**config.mk**
```make
export PLATFORM = sky130hd
export DESIGN_NAME = unv_queue
export DESIGN_NICKNAME = d
export VERILOG_FILES = /design/src/rtl/unv_pkg.sv /design/src/rtl/unv_queue.sv
export SDC_FILE = /design/constraint.sdc
export NUM_CORES = 1
export LEC_CHECK = 0
export ABC_CLOCK_PERIOD_IN_PS = 11700
export BUFFER_PORTS_ARGS = -buffer_cell sky130_fd_sc_hd__buf_4
export CELL_PAD_IN_SITES_DETAIL_PLACEMENT = 1
export CELL_PAD_IN_SITES_GLOBAL_PLACEMENT = 1
export CORE_AREA = 2 2 270 219
export CTS_CLUSTER_SIZE = 8
export DETAILED_ROUTE_END_ITERATION = 16
export DIE_AREA = 0 0 272 221
export GPL_TIMING_DRIVEN = 0
export PLACE_DENSITY_LB_ADDON = 0.1
export SYNTH_ARGS = -nofsm -noshare
export SYNTH_HDL_FRONTEND = slang
export SYNTH_SLANG_ARGS = --single-unit
```
**constraint.sdc**
```tcl
create_clock -name clk -period 11.7 [get_ports clk]
set_input_delay 2.34 -clock clk [delete_from_list [all_inputs] [get_ports clk]]
set_output_delay 2.34 -clock clk [all_outputs]
set_load 0.1 [all_outputs]
```
**src/rtl/unv_pkg.sv**
```systemverilog
// Package for the unit normal block: widths, path codes and the item passed
// from the front part to the back part. No dependencies.
package unv_pkg;

	localparam int COMP_WIDTH    = 32;
	localparam int OUT_FRAC_BITS = 30;
	localparam int IN_W          = 32;
	localparam int OUT_W         = 32;
	localparam int C_W           = 64;
	localparam int HALF_W        = C_W / 2;
	localparam int SQ_W          = 2 * C_W;
	localparam int SUM_W         = SQ_W + 2;
	localparam int R_SHIFT       = 2 * OUT_FRAC_BITS + 2;
	localparam int F_W           = SQ_W + R_SHIFT + 4;
	localparam int Q_W           = OUT_FRAC_BITS + 1;
	localparam int QDEPTH        = 4;
	localparam int QPTR_W        = 2;
	localparam int PATH_W        = 2;

	localparam logic [PATH_W-1:0] PATH_DIRECT = 2'd0;
	localparam logic [PATH_W-1:0] PATH_XAXIS  = 2'd1;
	localparam logic [PATH_W-1:0] PATH_XZ     = 2'd2;
	localparam logic [PATH_W-1:0] PATH_ZERO   = 2'd3;

	typedef logic signed [C_W-1:0]          comp_t;
	typedef logic signed [COMP_WIDTH-1:0]   elem_t;
	typedef logic signed [2*COMP_WIDTH-1:0] prod_t;

	typedef struct packed {
		comp_t             cx;
		comp_t             cy;
		comp_t             cz;
		logic [PATH_W-1:0] path;
	} job_t;

endpackage

```
**src/rtl/unv_queue.sv**
```systemverilog
// Short queue between the front and back parts.
// Depends on unv_pkg.
module unv_queue import unv_pkg::*; (
	input  logic clk,
	input  logic arst_n,
	input  logic push_valid,
	output logic push_ready,
	input  job_t push_data,
	output logic pop_valid,
	input  logic pop_ready,
	output job_t pop_data
);

	job_t              mem_q [QDEPTH];
	logic [QPTR_W-1:0] wr_ptr_q, rd_ptr_q;
	logic [QPTR_W:0]   cnt_q;
	logic              push, pop;

	assign push_ready = cnt_q != QDEPTH[QPTR_W:0];
	assign pop_valid  = cnt_q != '0;
	assign pop_data   = mem_q[rd_ptr_q];
	assign push       = push_valid && push_ready;
	assign pop        = pop_valid && pop_ready;

	always_ff @(posedge clk or negedge arst_n) begin
		if (!arst_n) begin
			wr_ptr_q <= '0;
			rd_ptr_q <= '0;
			cnt_q    <= '0;
		end else begin
			if (push) wr_ptr_q <= wr_ptr_q + 1'b1;
			if (pop)  rd_ptr_q <= rd_ptr_q + 1'b1;
			if (push && !pop)      cnt_q <= cnt_q + 1'b1;
			else if (pop && !push) cnt_q <= cnt_q - 1'b1;
		end
	end

	always_ff @(posedge clk) begin
		if (push) mem_q[wr_ptr_q] <= push_data;
	end

endmodule

```
; Word-level counts from Yosys, hierarchy flattened
; Memories as Yosys holds them, arrays and structs flattened.
; Cells that the tools add are included.
[word_totals]
mem_bits_rw = 776
in_bits = 198
elab_cells = 21
register_bits = 7
output_inout_bits = 196
memories = 1
[mem_list]
columns = memory, words, width, read_ports, rd_ports_with_merged_regs, write_ports, line_no
row1 = mem_q, 4, 194, 1, 0, 1, unv_queue.sv:14  ; job_t mem_q [QDEPTH];
[op_classes]
reduce_logical = 8
add_sub_neg = 4
mux = 4
n_eq_ne = 1
[op_table]
columns = operator, n
row1 = 3-bit 2-to-1 mux, 2
row2 = "2-bit by 1-bit adder with 2-bit output, second input constant", 2
row3 = 1-bit logical AND, 4
row4 = "3-bit by 1-bit adder with 3-bit output, second input constant", 1
row5 = "3-bit inequality test, second input constant", 1
row6 = 3-bit nonzero test, 1
row7 = "3-bit by 1-bit subtractor with 3-bit output, second input constant", 1
row8 = 1-bit logical NOT, 2
row9 = 1-bit 2-to-1 mux, 2
row10 = 2-bit nonzero test, 1

; Logic depth before layout (Yosys ltp)
[depth]
depth_word = 6
mapped_depth = 8
depth_no_buf = 8

; Worst setup path before layout
; OpenSTA, ideal clock, no wires.
[synth_timing]
kind = in2reg
startpoint = input port push_valid
endpoint = memory mem_q[0][0] in the netlist's numbering, enable pin
path_buffers = 0
required_ns = 11.122
slack_ns = 4.054
setup_ns = 0.578
cell_stages = 2
t_arrival_ns = 7.068
cell_sequence = a21boi_2 > and2_1
[synth_between]
elab_chain_cells = 3
[synth_lines]
columns = item, line_no
row1 = "start, declared", unv_queue.sv:6  ; input logic push_valid,
row2 = 1-bit logical AND, unv_queue.sv:22  ; assign push = push_valid && push_ready;
row3 = 1-bit 2-to-1 mux, unv_queue.sv:39  ; if (push) mem_q[wr_ptr_q] <= push_data;
row4 = 1-bit 2-to-1 mux (not written as such), unv_queue.sv:39
row5 = "end, declared", unv_queue.sv:14
; Every way passes these cells.

==> results.py <==
metrics = {
    "critical_path": {
        "required_ns": 9.36,
        "path_buf_inv": 4,
        "endpoint_kind": "output pin",
        "critPathTopFamily": "buffers and inverters",
        "crit_chain": "buf_2 > clkbuf_1 > buf_2 > mux4_2 > buf_4",
        "crit_type": "flip-flop to output pin",
        "slowest_stage": "clkbuf_1",
        "reg2reg_depth": 5,
        "reg2reg_from": "cnt_q[0]",
        "worstSetupStartpointType": "flip-flop",
        "path_depth": 5,
        "cpPeakStageDelay_ns": 0.76,
        "r2r_slack_ns": 8.95,
        "cp_common_cell": "buf_2",
        "rr_endpoint": "mem_q[1][105]",
        "critical_path.max_fanout": 10,
        "arrival_ns": 3.02,
    },
    "floorplan": {
        "die_x_um": 272,
        "fp-row-count": 79,
        "die_h_um": 221,
        "die-area_um2": 60100,
        "initial_utilization_pct": 49.6,
        "design.core.area_um2": 57400,
        "ios": 394,
    },
    "yosys": {
        "yosys_warnings": 0,
        "syn_area_per_cell_um2": 27.2,
        "synth_nets": 1253,
        "yosysUniqueCellTypes": 20,
        "synth_seq_cells": 783,
        "syn_inst": 1049,
        "synth_seq_area_share_pct": 82.4,
        "syn-cell-area_um2": 28500,
    },
    "timing": {
        "worst_pin_slew_ns": 0.991,
        "setup_viol": 0,
        "relSlewSlack_pct": 33.9,
        "min_period_ns": 5.36,
        "hold_violations": 0,
        "fin_skew_ns": 0.0205,
        "layout_setup_ws_ns": 6.34,
        "final_max_slew_viol_count": 0,
        "clock.fmax_ghz": 0.187,
        "setup_tns_ns": 0,
        "period_share_pct": 45.8,
        "rsz0062_at_grt": "false",
    },
    "finish": {
        "stdcell_count": 2356,
        "flow.area_growth_from_synthesis_pct": 25.1,
        "final_util_pct": 62.1,
        "drive_above_1_share_pct": 46.7,
        "nets": 1770,
    },
    "clock_tree": {
        "cts_made_buffers": 107,
        "clockRootBuffer": "clkbuf_16",
        "cts_tree": "done",
        "clk_pin_slew_worst_paths_ns": 0.05,
        "clockBufferDepth": 3,
        "cts_max_level": 3,
        "ctsResizeCount": 0,
        "clk_latency_ns": 0.66,
        "hold_buffers": 0,
        "cts.sinks": 783,
        "post_cts_buffers": 0,
    },
    "flow_run": {
        "maxCapViolations": 0,
    },
    "route": {
        "drtIter0Drc": 803,
        "vias": 13000,
        "route.met3.wl_um": 5410,
        "wl_met1_um": 24500,
        "wl_per_cell_um": 26.8,
        "drc_errors": 0,
        "wirelength_um": 63200,
        "dr_wl_met2_um": 31700,
        "viasPerCell": 5.51,
        "top_layer_used": "met5",
        "ant_nets": 0,
        "firstDrtPassIters": 5,
    },
    "grt": {
        "first_global_vias": 14500,
        "overflow": 0,
        "grt_pass1_wl_um": 94400,
        "grt_max_degree": 54,
        "grtUsageTotal_pct": 21.5,
        "antenna_found_initial": 11,
    },
    "place": {
        "gp_routability_congestion": 0.704,
        "place_ws_ns": 6.96,
        "dp_cells": 2226,
        "hpwl_um": 40400,
        "port_buffers": 393,
    },
    "worst_hold_path": {
        "hold_depth": 1,
        "hp-class": "flip-flop to flip-flop",
        "hold_path_startpoint": "cnt_q[2]",
        "holdPathEnd": "cnt_q[2]",
    },
    "status": {
        "status": "finished clean",
    },
}
==> Yosys cell counts (all sizes together) <==
cell type  number  share of area (%)
or3             1              0.022
clkbuf          5              0.066
mux2            2              0.079
nand2           2              0.026
nor2            2              0.026
and2            4              0.088
edfxtp        776                 82
mux4          194                 16
inv             3              0.040
a21boi          1              0.040
fa              1              0.070
buf            39                1.1
xor2            2              0.061
dfrtp           7               0.61
ha              5               0.22
xnor2           4               0.12
nand3           1              0.018
==> through the flow <==
step                      hold WS [ns]  instance area, um2
final                            0.530               35700
after CTS                        0.537               35600
after detailed placement         0.525               32800
after floorplan                  0.493               28500
after global routing             0.566               35600
after global placement           0.507               32400
==> per-layer routing <==
metal / up-vias / GRT usage (%)
met5: - / 0
li1: 5598 / -
met1: 6864 / 26.9
met3: 119 / 7.99
met4: 12 / 6.50
met2: 384 / 35.1
==> layout by cell type (no fill, tap or decap) <==
cell / count
inv_6: 2
mux2_2: 2
nand2_1: 2
inv_1: 3
dfrtp_1: 7
buf_16: 12
nor2_1: 2
buf_8: 2
and2_4: 4
buf_4: 393
or3_1: 1
buf_2: 22
clkbuf_1: 16
mux4_2: 171
clkbuf_16: 107
xnor2_1: 4
fa_1: 1
edfxtp_1: 776
inv_16: 1
diode_2: 5
clkinv_16: 1
buf_12: 3
clkinv_8: 3
buf_6: 15
xor2_1: 2
mux4_1: 23
ha_1: 5
a21boi_2: 1
nand3_1: 1
==> how the worst max path moves through the flow <==
stage / startpoint / slack [ns] / to
6_report: rd_ptr_q[1] / 6.34 / pop_data[80]
5_1_grt: rd_ptr_q[1] / 6.16 / pop_data[85]
4_1_cts: rd_ptr_q[1] / 6.22 / pop_data[80]
3_5_place_dp: rd_ptr_q[1] / 6.96 / pop_data[44]
3_3_place_gp: push_valid / 0.008 / mem_q[0][105]
2_1_floorplan: push_valid / 4.05 / mem_q[0][0]
==> sequential cells by signal, indices dropped and copies added, names as in the netlist <==
signal    count
wr_ptr_q      2
mem_q       776
cnt_q         3
rd_ptr_q      2
==> final cells by class <==
cell class              instances  area (um2)
flip-flops and latches        783       23500
well taps                     769         962
diodes                          5        12.5
clock buffers                 118        2720
repair buffers                408        3340
inverters                       3        11.3
plain buffers                  44         328
clock inverters                 7         116
multi-input cells             219        4690
fillers                      4612       21800
==> kinds of logic (layout without fill, tap and decap cells) <==
group | after synthesis | after routing | share of synthesized area, %
AO/OA/AOI/OAI | 1 | 1 | 0.0395
AND/OR/NAND/NOR | 10 | 10 | 0.180
adder cells (fa/ha/maj) | 6 | 6 | 0.290
multiplexers | 196 | 196 | 15.7
other | 0 | 5 | 0
flip-flops | 783 | 783 | 82.4
buffers and inverters | 47 | 580 | 1.19
XOR/XNOR | 6 | 6 | 0.184
Power is left out: the tool's default activity adds up to more than one toggle a clock period on the data nets, which glitch-free logic cannot reach.
